`config.mk`:
```
export PLATFORM = sky130hd
export DESIGN_NAME = luhn_card_number_classifier
export DESIGN_NICKNAME = d
export VERILOG_FILES = /design/src/hw/rtl/lcc_pkg.sv /design/src/hw/rtl/lcc_bin2bcd.sv /design/src/hw/rtl/luhn_card_number_classifier.sv
export VERILOG_INCLUDE_DIRS = /design/src /design/src/hw/rtl
export SDC_FILE = /design/constraint.sdc
export NUM_CORES = 1
export LEC_CHECK = 0
export BUFFER_PORTS_ARGS = -buffer_cell sky130_fd_sc_hd__buf_2
export CAP_MARGIN = 20
export CORE_MARGIN = 4
export CORE_UTILIZATION = 61
export CTS_CLUSTER_SIZE = 30
export DETAILED_ROUTE_END_ITERATION = 7
export PLACE_DENSITY = 0.77
export SETUP_SLACK_MARGIN = 0.3
export SYNTH_ARGS = -nofsm -noshare
export SYNTH_HDL_FRONTEND = slang
export SYNTH_SLANG_ARGS = --single-unit
```
`constraint.sdc`:
```
create_clock -name clk_i -period 4.7 [get_ports clk_i]
set_clock_uncertainty 0.05 [all_clocks]
set_input_delay 0.94 -clock clk_i [delete_from_list [all_inputs] [get_ports clk_i]]
set_output_delay 0.94 -clock clk_i [all_outputs]
set_load 0.01 [all_outputs]
```
`src/hw/rtl/luhn_card_number_classifier_assert.svh`:
```
// Assertion macros for the card number classifier.
// Used by the top level; requires clk_i and rst_ni in the including scope.
`ifndef LUHN_CARD_NUMBER_CLASSIFIER_ASSERT_SVH
`define LUHN_CARD_NUMBER_CLASSIFIER_ASSERT_SVH
`ifndef SYNTH
// Property must hold at every clock edge outside reset.
`define LCC_ASSERT(lbl, prop, msg) \
  lbl: assert property (@(posedge clk_i) disable iff (!rst_ni) (prop)) else $error(msg);
// Condition must never be seen at a clock edge outside reset.
`define LCC_ASSERT_NEVER(lbl, cond, msg) \
  lbl: assert property (@(posedge clk_i) disable iff (!rst_ni) !(cond)) else $error(msg);
`else
`define LCC_ASSERT(lbl, prop, msg)
`define LCC_ASSERT_NEVER(lbl, cond, msg)
`endif
`endif

```
`src/hw/rtl/lcc_pkg.sv`:
```
// Shared constants and helper functions for the card number classifier.
// No dependencies; imported by lcc_bin2bcd and luhn_card_number_classifier.
package lcc_pkg;

  // Input width and decimal conversion geometry.
  localparam int ValueWidth      = 63;
  localparam int DigitWidth      = 4;
  localparam int BcdDigits       = 19;
  localparam int BcdWidth        = BcdDigits * DigitWidth;
  localparam int DigitIdxWidth   = $clog2(BcdDigits);
  localparam int CountWidth      = 5;
  localparam int MaxDigitsDefault = 19;

  // Card class codes.
  localparam logic [1:0] ClassInvalid = 2'd0;
  localparam logic [1:0] ClassFifteen = 2'd1;
  localparam logic [1:0] ClassSixteen = 2'd2;
  localparam logic [1:0] ClassLeadFour = 2'd3;

  // Lengths and leading digits used by the classifier.
  localparam logic [CountWidth-1:0] LenThirteen = 5'd13;
  localparam logic [CountWidth-1:0] LenFifteen  = 5'd15;
  localparam logic [CountWidth-1:0] LenSixteen  = 5'd16;
  localparam logic [DigitWidth-1:0] DigitThree  = 4'd3;
  localparam logic [DigitWidth-1:0] DigitFour   = 4'd4;
  localparam logic [DigitWidth-1:0] DigitFive   = 4'd5;
  localparam logic [DigitWidth-1:0] DigitSeven  = 4'd7;
  localparam logic [DigitWidth-1:0] DigitOne    = 4'd1;

  // Double-dabble correction: add three to a BCD digit of five or more.
  function automatic logic [DigitWidth-1:0] adjust_digit(input logic [DigitWidth-1:0] d);
    return (d >= 4'd5) ? (d + 4'd3) : d;
  endfunction

  // Luhn contribution of one digit, doubled and digit-summed when requested.
  function automatic logic [DigitWidth-1:0] luhn_digit(input logic [DigitWidth-1:0] d,
                                                       input logic dbl);
    logic [DigitWidth:0] t;
    t = {d, 1'b0};
    if (!dbl) begin
      return d;
    end
    return (t >= 5'd10) ? DigitWidth'(t - 5'd9) : t[DigitWidth-1:0];
  endfunction

endpackage

```
`src/hw/rtl/lcc_bin2bcd.sv`:
```
// Iterative binary to BCD converter (shift and add-three), one bit per cycle.
// Depends on lcc_pkg.
module lcc_bin2bcd
  import lcc_pkg::*;
(
  input  logic                  clk_i,
  input  logic                  rst_ni,
  input  logic                  start_i,
  input  logic [ValueWidth-1:0] value_i,
  output logic                  done_o,
  output logic [BcdWidth-1:0]   bcd_o
);

  localparam int StepWidth = $clog2(ValueWidth);
  localparam logic [StepWidth-1:0] LastStep = StepWidth'(ValueWidth - 1);

  logic                  busy_q;
  logic                  done_q;
  logic [StepWidth-1:0]  step_q;
  logic [ValueWidth-1:0] bin_q;
  logic [BcdWidth-1:0]   bcd_q;
  logic [BcdWidth-1:0]   adj;

  // Correct every BCD digit before the shift; the digits are independent.
  always_comb begin
    for (int i = 0; i < BcdDigits; i++) begin
      adj[i*DigitWidth +: DigitWidth] = adjust_digit(bcd_q[i*DigitWidth +: DigitWidth]);
    end
  end

  // Step counter and completion flag.
  always_ff @(posedge clk_i or negedge rst_ni) begin
    if (!rst_ni) begin
      busy_q <= 1'b0;
      done_q <= 1'b0;
      step_q <= '0;
    end else begin
      done_q <= 1'b0;
      if (start_i && !busy_q) begin
        busy_q <= 1'b1;
        step_q <= '0;
      end else if (busy_q) begin
        step_q <= step_q + 1'b1;
        if (step_q == LastStep) begin
          busy_q <= 1'b0;
          done_q <= 1'b1;
        end
      end
    end
  end

  // Shift the binary value into the BCD register, most significant bit first.
  always_ff @(posedge clk_i) begin
    if (start_i && !busy_q) begin
      bin_q <= value_i;
      bcd_q <= '0;
    end else if (busy_q) begin
      bin_q <= {bin_q[ValueWidth-2:0], 1'b0};
      bcd_q <= {adj[BcdWidth-2:0], bin_q[ValueWidth-1]};
    end
  end

  assign done_o = done_q;
  assign bcd_o  = bcd_q;

endmodule

```
`src/hw/rtl/luhn_card_number_classifier.sv`:
```
// Card number classifier: one card number in, one result transaction out. The
// number is first converted to decimal by a shift-and-add-three unit that takes
// one input bit per cycle, and the sequencer then loads the digits into a shift
// register. Then the 19 decimal digits are scanned from the least significant
// upward, one per cycle, forming the Luhn sum modulo ten, the digit count and
// the two leading digits. A final state classifies and loads the output
// register; a still-stalled earlier result holds this step back. in_stall_o is
// high from acceptance until then, so a new transaction is accepted only after
// the previous one has reached the output register. A new transaction is
// accepted while a finished result still waits at the output.
// Depends on lcc_pkg, lcc_bin2bcd and luhn_card_number_classifier_assert.svh.
`include "luhn_card_number_classifier_assert.svh"

module luhn_card_number_classifier
  import lcc_pkg::*;
#(
  parameter int MAX_DIGITS = MaxDigitsDefault
) (
  input  logic                  clk_i,
  input  logic                  rst_ni,
  input  logic                  in_valid_i,
  output logic                  in_stall_o,
  input  logic [ValueWidth-1:0] card_value_i,
  output logic                  out_valid_o,
  input  logic                  out_stall_i,
  output logic                  checksum_ok_o,
  output logic [CountWidth-1:0] digit_count_o,
  output logic [1:0]            card_class_o
);

  localparam logic [1:0] S_IDLE = 2'd0;
  localparam logic [1:0] S_CONV = 2'd1;
  localparam logic [1:0] S_SCAN = 2'd2;
  localparam logic [1:0] S_DONE = 2'd3;

  localparam logic [DigitIdxWidth-1:0] LastIdx   = DigitIdxWidth'(BcdDigits - 1);
  localparam logic [CountWidth-1:0]    MaxCount  = CountWidth'(MAX_DIGITS);

  logic [1:0]               state_q;
  logic                     accept;
  logic                     conv_done;
  logic [BcdWidth-1:0]      conv_bcd;

  logic [BcdWidth-1:0]      bcd_sh_q;
  logic [DigitIdxWidth-1:0] idx_q;
  logic [DigitWidth-1:0]    sum_q;
  logic [CountWidth-1:0]    count_q;
  logic [DigitWidth-1:0]    hi_q;
  logic [DigitWidth-1:0]    lo_q;
  logic [DigitWidth-1:0]    prev_q;

  logic [DigitWidth-1:0]    cur_digit;
  logic [DigitWidth-1:0]    contrib;
  logic [DigitWidth:0]      sum_ext;
  logic [DigitWidth-1:0]    sum_d;

  logic                     res_ok;
  logic [CountWidth-1:0]    res_count;
  logic [1:0]               res_class;

  logic                     out_valid_q;
  logic                     checksum_ok_q;
  logic [CountWidth-1:0]    digit_count_q;
  logic [1:0]               card_class_q;

  assign accept     = in_valid_i && !in_stall_o;
  assign in_stall_o = (state_q != S_IDLE);

  // Decimal conversion unit.
  lcc_bin2bcd u_bin2bcd (
    .clk_i   (clk_i),
    .rst_ni  (rst_ni),
    .start_i (accept),
    .value_i (card_value_i),
    .done_o  (conv_done),
    .bcd_o   (conv_bcd)
  );

  // Luhn contribution of the current digit and the running sum modulo ten.
  always_comb begin
    cur_digit = bcd_sh_q[DigitWidth-1:0];
    contrib   = luhn_digit(cur_digit, idx_q[0]);
    sum_ext   = {1'b0, sum_q} + {1'b0, contrib};
    sum_d     = (sum_ext >= 5'd10) ? DigitWidth'(sum_ext - 5'd10) : sum_ext[DigitWidth-1:0];
  end

  // Classification from the scan results.
  always_comb begin
    res_ok    = (sum_q == '0);
    res_count = count_q;
    res_class = ClassInvalid;
    priority if (count_q > MaxCount) begin
      res_ok    = 1'b0;
      res_count = MaxCount;
    end else if (!res_ok) begin
      res_class = ClassInvalid;
    end else if (count_q == LenFifteen) begin
      if (hi_q == DigitThree && (lo_q == DigitFour || lo_q == DigitSeven)) begin
        res_class = ClassFifteen;
      end
    end else if (count_q == LenSixteen) begin
      if (hi_q == DigitFive && lo_q >= DigitOne && lo_q <= DigitFive) begin
        res_class = ClassSixteen;
      end else if (hi_q == DigitFour) begin
        res_class = ClassLeadFour;
      end
    end else if (count_q == LenThirteen) begin
      if (hi_q == DigitFour) begin
        res_class = ClassLeadFour;
      end
    end else begin
      res_class = ClassInvalid;
    end
  end

  // Sequencer, digit scan and output register.
  always_ff @(posedge clk_i or negedge rst_ni) begin
    if (!rst_ni) begin
      state_q     <= S_IDLE;
      out_valid_q <= 1'b0;
      idx_q       <= '0;
      sum_q       <= '0;
      count_q     <= '0;
      hi_q        <= '0;
      lo_q        <= '0;
      prev_q      <= '0;
    end else begin
      if (state_q == S_DONE && (!out_valid_q || !out_stall_i)) begin
        out_valid_q <= 1'b1;
      end else if (out_valid_q && !out_stall_i) begin
        out_valid_q <= 1'b0;
      end
      unique case (state_q)
        S_IDLE: begin
          if (accept) begin
            state_q <= S_CONV;
          end
        end
        S_CONV: begin
          if (conv_done) begin
            idx_q   <= '0;
            sum_q   <= '0;
            count_q <= '0;
            hi_q    <= '0;
            lo_q    <= '0;
            prev_q  <= '0;
            state_q <= S_SCAN;
          end
        end
        S_SCAN: begin
          sum_q  <= sum_d;
          prev_q <= cur_digit;
          if (cur_digit != '0) begin
            count_q <= CountWidth'(idx_q) + 1'b1;
            hi_q    <= cur_digit;
            lo_q    <= prev_q;
          end
          idx_q <= idx_q + 1'b1;
          if (idx_q == LastIdx) begin
            state_q <= S_DONE;
          end
        end
        S_DONE: begin
          if (!out_valid_q || !out_stall_i) begin
            state_q <= S_IDLE;
          end
        end
        default: begin
          state_q <= S_IDLE;
        end
      endcase
    end
  end

  // Digit shift register and result payload.
  always_ff @(posedge clk_i) begin
    if (state_q == S_CONV && conv_done) begin
      bcd_sh_q <= conv_bcd;
    end else if (state_q == S_SCAN) begin
      bcd_sh_q <= {{DigitWidth{1'b0}}, bcd_sh_q[BcdWidth-1:DigitWidth]};
    end
    if (state_q == S_DONE && (!out_valid_q || !out_stall_i)) begin
      checksum_ok_q <= res_ok;
      digit_count_q <= res_count;
      card_class_q  <= res_class;
    end
  end

  assign out_valid_o   = out_valid_q;
  assign checksum_ok_o = checksum_ok_q;
  assign digit_count_o = digit_count_q;
  assign card_class_o  = card_class_q;

  // Checks on the sequencer and the result.
  `LCC_ASSERT(a_conv_done_in_conv, conv_done |-> state_q == S_CONV, "conversion ended outside CONV")
  `LCC_ASSERT(a_class_needs_ok, (out_valid_o && card_class_o != ClassInvalid) |-> checksum_ok_o, "class without passing check")
  `LCC_ASSERT(a_count_bounded, out_valid_o |-> digit_count_o <= MaxCount, "digit count above limit")
  `LCC_ASSERT_NEVER(a_scan_idx_range, state_q == S_SCAN && idx_q > LastIdx, "scan index out of range")

endmodule
```
==> results of run 1 <==
## worst register-to-register path: cells and delay by family, from the launching register on
family,cells,cell delay (ns)
AO/OA/AOI/OAI,4,0.75
XOR/XNOR,2,0.34
adder cells (fa/ha/maj),3,0.94
buffers and inverters,1,0.11
flip-flops,1,0.46
AND/OR/NAND/NOR,4,0.70
## stage by stage
step / power (mW) / hold slack, ns / util (%) / worst slack (ns)
6_report: 9.69 / 0.430 / 71.6 / 1.28
5_1_grt: 10.4 / 0.457 / 71.6 / 1.05
4_1_cts: 9.77 / 0.435 / 71.4 / 1.28
3_5_place_dp: 7.40 / 0.422 / 66.2 / 1.29
3_3_place_gp: 7.24 / 0.413 / 66.2 / 1.40
2_1_floorplan: 6.59 / 0.372 / - / 1.28
## sequential cells by signal, indices dropped and copies added (netlist names), 4 cells and up
signal / flops
sum_q: 4
hi_q: 4
lo_q: 4
bcd_sh_q: 76
prev_q: 4
count_q: 5
digit_count_o: 5
u_bin2bcd.step_q: 6
idx_q: 5
u_bin2bcd.bin_q: 63
u_bin2bcd.bcd_o: 76
## worst max-delay path by stage
stage | cells past startpoint | slack (ns) | end
after global placement | 14 | 1.40 | sum_q[2]$_DFFE_PN0P_
after CTS | 14 | 1.28 | sum_q[2]$_DFFE_PN0P_
final | 14 | 1.28 | sum_q[2]$_DFFE_PN0P_
after global routing | 13 | 1.05 | sum_q[2]$_DFFE_PN0P_
after detailed placement | 14 | 1.29 | sum_q[2]$_DFFE_PN0P_
after floorplan | 6 | 1.28 | bcd_sh_q[0]$_DFFE_PP_
## metal layers
metal,wire [um],vias to the layer above,track usage [%],part of all wire (%)
met1,9930,3916,27.7,45
met4,478,0,5.59,2.1
met2,10900,145,35.1,49
met3,880,40,3.16,4.0
met5,0,-,0,0
li1,-,4120,-,-
## power groups by stage
stage	Clock (mW)	Sequential, mW	Combinational, mW
2_1_floorplan	0	4.07	2.52
3_3_place_gp	0	4.18	3.05
6_report	2.30	4.18	3.21
4_1_cts	2.34	4.19	3.24
5_1_grt	2.45	4.30	3.69
3_5_place_dp	0	4.21	3.18
## area by class of cell
type / instances / area share, %
sequential: 260 / 50.6
multi-input combinational: 772 / 34.6
clock buffer: 36 / 5.61
timing repair buffer: 88 / 3.69
tap: 260 / 2.40
clock inverter: 16 / 1.62
inverter: 54 / 1.50
## cells by family after synthesis
group	share of synthesized area [%]
and+or+nand+nor	13.7
DFF	57.5
AOI/OAI and AO/OA	12.8
buffers and inverters	3.42
adders and majority gates	5.83
xor gates and xnor gates	3.22
muxes	3.57
## layout by cell type, fill, tap and decap left out, types with 12 or more instances in the layout
cell type,count
nand3_1,31
o32ai_1,18
edfxtp_1,147
nor2_1,12
nand2b_1,26
dfrtp_1,36
nand2_1,291
dfxtp_1,76
a22o_1,32
ha_1,54
o21ai_0,136
clkbuf_16,28
xor2_1,20
o22ai_1,19
xnor2_1,22
mux2_2,37
buf_2,77
a21oi_1,23
inv_1,52
==> impl_metrics.csv, run 1 <==
group,metric,value,unit
status,outcome,"completed",
worst_setup_path,regToRegStartpoint,"bcd_sh_q[0]$_DFFE_PP_",
floorplanning,core.rowCount,50,
finish,drive_above_1_share,15.2,%
grt,antenna_found_initial,0,
hold_path,hp-start,"u_bin2bcd.step_q[5]$_DFFE_PN0P_",
worst_setup_path,crit_top_cell,"ha_1",
pwr,clkPwrFrac,23.8,%
run,max_cap_viol_count,0,
placement,place.port_buffers,76,
pwr,power_report.internal_total,6.38,mW
worst_setup_path,worst_setup_path_start,"bcd_sh_q[0]$_DFFE_PP_",
clocking,clk_path_buf_depth,3,
yosys,netlist.area_leader.share,37.0,%
routing,drcViolationCount,0,
yosys,yosysMostFrequentCell,"nand2_1",
yosys,number_of_synthesized_flops_with_an_enable_pin,147,
clocking,clock_root_buffer,"clkbuf_16",
clocking,cts.htree.levels,1,
sta,slew_at_the_pin_closest_to_its_max_slew_limit,1.05,ns
grt,grt_overflow_total,0,
routing,drt.antenna.violating_nets,0,
grt,grt_max_degree,111,
yosys,mappedNetlistNets,1260,
pwr,power.density,715,nW/um2
worst_setup_path,crit_required,5.11,ns
clocking,tritoncts_clock_tree,"yes",
yosys,netlist_top_cells_count,"292 x nand2_1, 147 x edfxtp_1, 136 x o21ai_0, 76 x dfxtp_1, 54 x ha_1",
placement,placedCellCount,1432,
yosys,synth_seq_area_share,57.5,%
pwr,fraction_of_power_consumed_by_sequential_logic,43.1,%
finish,seq_area,6860,um2
finish,filler_cell_count,1327,
yosys,yosys_register_bits,260,
finish,stdcell_count,1486,
clocking,cts_resized,0,
clocking,number_of_setup_buffers_added_after_cts,0,
sta,final-hold-violation-count,0,
worst_setup_path,critPathSlowestCell,"or4_1",
worst_setup_path,category_of_the_worst_setup_path_capture_point,"register",
yosys,syn-instance-count,1138,
routing,firstDrtPassIters,5,
routing,drt_wl_total,22.2,mm
sta,slew_violations,0,
worst_setup_path,rrSetupSlack,1.28,ns
sta,min_period_over_period,72.9,%
yosys,syn_area,11900,um2
yosys,async_flop_share,14.2,%
floorplanning,die_area,21900,um2
worst_setup_path,timing.critical_path.slowest_cell_delay,0.47,ns
hold_path,min-delay-path-class,"register to register",
placement,routabilityCongestion,0.772,
pwr,power.share.switching,34.2,%
grt,number_of_global_route_vias_before_repair,8088,
pwr,worst_ir_drop_vdd,390,uV
pwr,p_leak,5.78,nW
sta,post-route-min-period,3.42,ns
clocking,tritoncts_num_sinks,260,
finish,net_count_of_the_finished_layout,1326,
clocking,clk_pin_slew,0.06,ns
sta,max_clock_freq,292,MHz
worst_setup_path,depth_of_the_worst_register_to_register_path,14,
sta,rsz0062_at_grt,"false",
finish,ant_diodes,0,
yosys,synthFlopType,"edfxtp_1",
worst_setup_path,timing.rr.end,"sum_q[2]$_DFFE_PN0P_",
yosys,ys_warn_count,0,
placement,placed_inst_area,12600,um2
pwr,power.switching,3.32,mW
grt,grt_pass1_wl,37.9,mm
routing,vias,8221,
floorplanning,ioPinCount,77,
worst_setup_path,critical-path-top-delay-family,"adder cells",
floorplanning,chipHeight,148,um
hold_path,hold_path_depth,1,
floorplanning,fp.dieW,148,um
routing,detailedRoute.firstIterationViolations,495,
placement,hpwl_reported_at_the_end_of_detailed_placement,13.8,mm
worst_setup_path,worst-endpoint-arrival,3.83,ns
routing,routedWlPerCell,15.0,um
routing,routed_via_density,5.53,
worst_setup_path,critical_path_cell_by_cell,"inv_1, ha_1, nand2b_1, a21oi_1, xnor2_1, nand2_1, a21boi_0, fa_1, xor2_2, ha_1, a21bo_1, a21oi_2, or4_1, nand3_1",
worst_setup_path,worst-path-max-fanout,5,
worst_setup_path,cp-start-kind,"register",
pwr,power_frac_comb,33.1,%
grt,grt_util_all_layers,20.6,%
clocking,cts_made_buffers,28,
yosys,netlist.top_cell.by_area,"edfxtp_1",
hold_path,min_delay_worst_endpoint,"u_bin2bcd.step_q[5]$_DFFE_PN0P_",
worst_setup_path,path_class,"register to register",
clocking,clkLatencyLatePin,0.54,ns
sta,setup_tns,0,ns
yosys,synth.avg_cell_area,10.5,um2
yosys,synth.area.top_cells,"edfxtp_1 37%, dfxtp_1 13%, nand2_1 9.2%, dfrtp_1 7.8%, o21ai_0 5.7%",
sta,max-slew-margin-rel,29.7,%
finish,synthToLayoutAreaGrowth,13.6,%
finish,multi_input_area,4690,um2
sta,setup-violations-final,0,
clocking,cts_hold_buf,0,
yosys,synth.distinct_cells,52,
floorplanning,core,19000,um2
worst_setup_path,worst-path-buf-inv,1,
floorplanning,floorplan.initialDensity,63.0,%
finish,final_non_filler_cell_area,13600,um2
(Power assumes the default switching activity.)
==> inputs of run 2 (changes only) <==
--- a/config.mk
+++ b/config.mk
@@ -9,10 +9,10 @@
 export BUFFER_PORTS_ARGS = -buffer_cell sky130_fd_sc_hd__buf_2
 export CAP_MARGIN = 20
 export CORE_MARGIN = 4
-export CORE_UTILIZATION = 61
+export CORE_UTILIZATION = 55
 export CTS_CLUSTER_SIZE = 30
 export DETAILED_ROUTE_END_ITERATION = 7
-export PLACE_DENSITY = 0.77
+export PLACE_DENSITY = 0.73
 export SETUP_SLACK_MARGIN = 0.3
 export SYNTH_ARGS = -nofsm -noshare
 export SYNTH_HDL_FRONTEND = slang
==> constraint.sdc (replaced) <==
create_clock -name clk_i -period 2.85 [get_ports clk_i]
set_clock_uncertainty 0.05 [all_clocks]
set_input_delay 0.57 -clock clk_i [delete_from_list [all_inputs] [get_ports clk_i]]
set_output_delay 0.57 -clock clk_i [all_outputs]
set_load 0.01 [all_outputs]
==> run 2 against run 1 <==
Against the previous run:
- the run now ends with setup timing left
- cell area rose by 1.7%
- sequential cell count is the same
- global-route usage decreased by 1.6 points
- critical path type unchanged
==> impl_metrics.csv, run 2 (synthesis gave the netlist of run 1 again) <==
group,metric,value,unit
status,outcome,"finished with violations",
status,violations,"setup timing",
pwr,power.density,1190,nW/um2
finish,final_non_filler_cell_area,13800,um2
sta,worst_slack,-0.163,ns
sta,setup-violations-final,3,
finish,filler_cell_count,1627,
grt,grt_overflow_total,0,
routing,vias,8276,
clocking,clk_path_buf_depth,3,
worst_setup_path,timing.rr.end,"sum_q[2]$_DFFE_PN0P_",
worst_setup_path,worst-path-max-fanout,4,
floorplanning,ioPinCount,77,
sta,setup_tns,-0.201,ns
sta,max_clock_freq,332,MHz
finish,layout_commonest_cell,"nand2_1",
sta,min_period_over_period,106,%
worst_setup_path,critPathSlowestCell,"or4_1",
routing,drcViolationCount,0,
routing,routedWlPerCell,15.2,um
pwr,total_power,16.5,mW
sta,slew_at_the_pin_closest_to_its_max_slew_limit,0.841,ns
grt,grt_pass1_wl,38.8,mm
worst_setup_path,depth_of_the_worst_register_to_register_path,14,
clocking,cts_made_buffers,27,
finish,ant_diodes,0,
worst_setup_path,worst_path_depth,14,
placement,placed_inst_area,12800,um2
finish,final_cell_mix,"291 x nand2_1, 147 x edfxtp_1, 136 x o21ai_0",
routing,routed_via_density,5.48,
clocking,tritoncts_num_sinks,260,
clocking,cts_hold_buf,0,
routing,drt.antenna.violating_nets,0,
floorplanning,core.rowCount,53,
worst_setup_path,timing.critical_path.slowest_cell_delay,0.47,ns
worst_setup_path,worst-path-buf-inv,2,
clocking,clock_root_buffer,"clkbuf_16",
routing,drt_wl_total,23.0,mm
pwr,p_leak,5.85,nW
sta,rsz0062_at_grt,"true",
grt,grt_util_all_layers,19.0,%
sta,final-hold-violation-count,0,
grt,number_of_global_route_vias_before_repair,8206,
placement,routabilityCongestion,0.775,
pwr,worst_ir_drop_vdd,510,uV
floorplanning,die_area,24100,um2
grt,grt_max_degree,111,
worst_setup_path,critical_path_cell_by_cell,"inv_2, ha_2, nand2b_4, a21oi_4, a21oi_1, ha_1, inv_1, fa_2, xor2_4, ha_4, a21bo_4, a21oi_2, or4_1, nand3_1",
worst_setup_path,rrSetupSlack,-0.16,ns
run,max_cap_viol_count,0,
sta,slew_violations,0,
finish,drive_above_1_share,16.9,%
hold_path,min-delay-path-class,"input pin to async pin",
worst_setup_path,category_of_the_worst_setup_path_capture_point,"register",
floorplanning,floorplan.initialDensity,56.4,%
worst_setup_path,path_class,"register to register",
grt,antenna_found_initial,0,
clocking,cts.htree.levels,1,
floorplanning,chipHeight,155,um
worst_setup_path,crit_required,3.26,ns
floorplanning,core,21200,um2
worst_setup_path,cp-start-kind,"register",
sta,max-slew-margin-rel,43.9,%
routing,detailedRoute.firstIterationViolations,445,
clocking,tritoncts_clock_tree,"yes",
routing,firstDrtPassIters,5,
worst_setup_path,critical-path-top-delay-family,"adder cells",
worst_setup_path,worst-endpoint-arrival,3.42,ns
floorplanning,fp.dieW,155,um
finish,synthToLayoutAreaGrowth,15.6,%
placement,place.port_buffers,76,
clocking,clkLatencyLatePin,0.53,ns
worst_setup_path,regToRegStartpoint,"bcd_sh_q[1]$_DFFE_PP_",
sta,post-route-min-period,3.01,ns
clocking,clk_pin_slew,0.06,ns
placement,hpwl_reported_at_the_end_of_detailed_placement,14.5,mm
finish,net_count_of_the_finished_layout,1337,
-- run 2: changes by cell type in the layout (fill, tap and decap cells not counted), sizes merged --
cell	previous run	this run
buf	88	100
clkinv	11	8
bufinv	5	6
-- run 2: metrics by stage --
| step | util (%) | cells | setup slack [ns] | hold WS [ns] |
|---|---|---|---|---|
| 6_report | 65.2 | 1511 | -0.163 | 0.0923 |
| 5_1_grt | 65.2 | 1511 | -0.299 | 0.161 |
| 4_1_cts | 65.2 | 1511 | -0.119 | 0.103 |
| 3_5_place_dp | 60.4 | 1460 | -0.178 | 0.387 |
| 3_3_place_gp | 60.4 | 1460 | -0.0643 | 0.388 |
| 2_1_floorplan | - | 1138 | -0.0619 | 0.224 |
-- run 2: report_power, final --
| part | total [mW] | internal (mW) | switching (mW) |
|---|---|---|---|
| clock | 3.83 | 2.39 | 1.44 |
| sequential | 6.89 | 5.95 | 0.941 |
| combinational | 5.74 | 2.53 | 3.21 |
| total | 16.5 | 10.9 | 5.59 |
-- run 2: worst max path at each step --
| stage | start | endpoint | slack, ns |
|---|---|---|---|
| 2_1_floorplan | bcd_sh_q[0]$_DFFE_PP_ | sum_q[2]$_DFFE_PN0P_ | -0.06 |
| 3_3_place_gp | bcd_sh_q[0]$_DFFE_PP_ | sum_q[2]$_DFFE_PN0P_ | -0.06 |
| 3_5_place_dp | bcd_sh_q[0]$_DFFE_PP_ | sum_q[2]$_DFFE_PN0P_ | -0.18 |
| 4_1_cts | bcd_sh_q[0]$_DFFE_PP_ | sum_q[2]$_DFFE_PN0P_ | -0.12 |
| 5_1_grt | bcd_sh_q[0]$_DFFE_PP_ | sum_q[2]$_DFFE_PN0P_ | -0.30 |
| 6_report | bcd_sh_q[1]$_DFFE_PP_ | sum_q[2]$_DFFE_PN0P_ | -0.16 |
-- run 2: cell type report --
| class | count | area, um2 | share of cell area (%) |
|---|---|---|---|
| well taps | 275 | 344 | 2.49 |
| flip-flops and latches | 260 | 6860 | 49.7 |
| multi-input cells | 772 | 4770 | 34.6 |
| clock inverters | 14 | 230 | 1.67 |
| inverters | 54 | 204 | 1.48 |
| clock buffers | 36 | 749 | 5.43 |
| repair buffers | 100 | 636 | 4.61 |
-- run 2: layer usage --
layer / up-vias / track usage, % / wire length (um)
met5: - / 0 / 0
met4: 0 / 5.00 / 464
met3: 37 / 2.56 / 784
met2: 115 / 31.6 / 11100
met1: 3972 / 26.5 / 10700
li1: 4152 / - / -
-- run 2: repair_timing --
item                       4_1_cts  5_1_grt
cloned                           0        0
gates resized for setup          7        0
setup endpoints to repair        3        3
pin swaps                        1        0
hold endpoints to repair         0        0
buffers inserted                 1        0
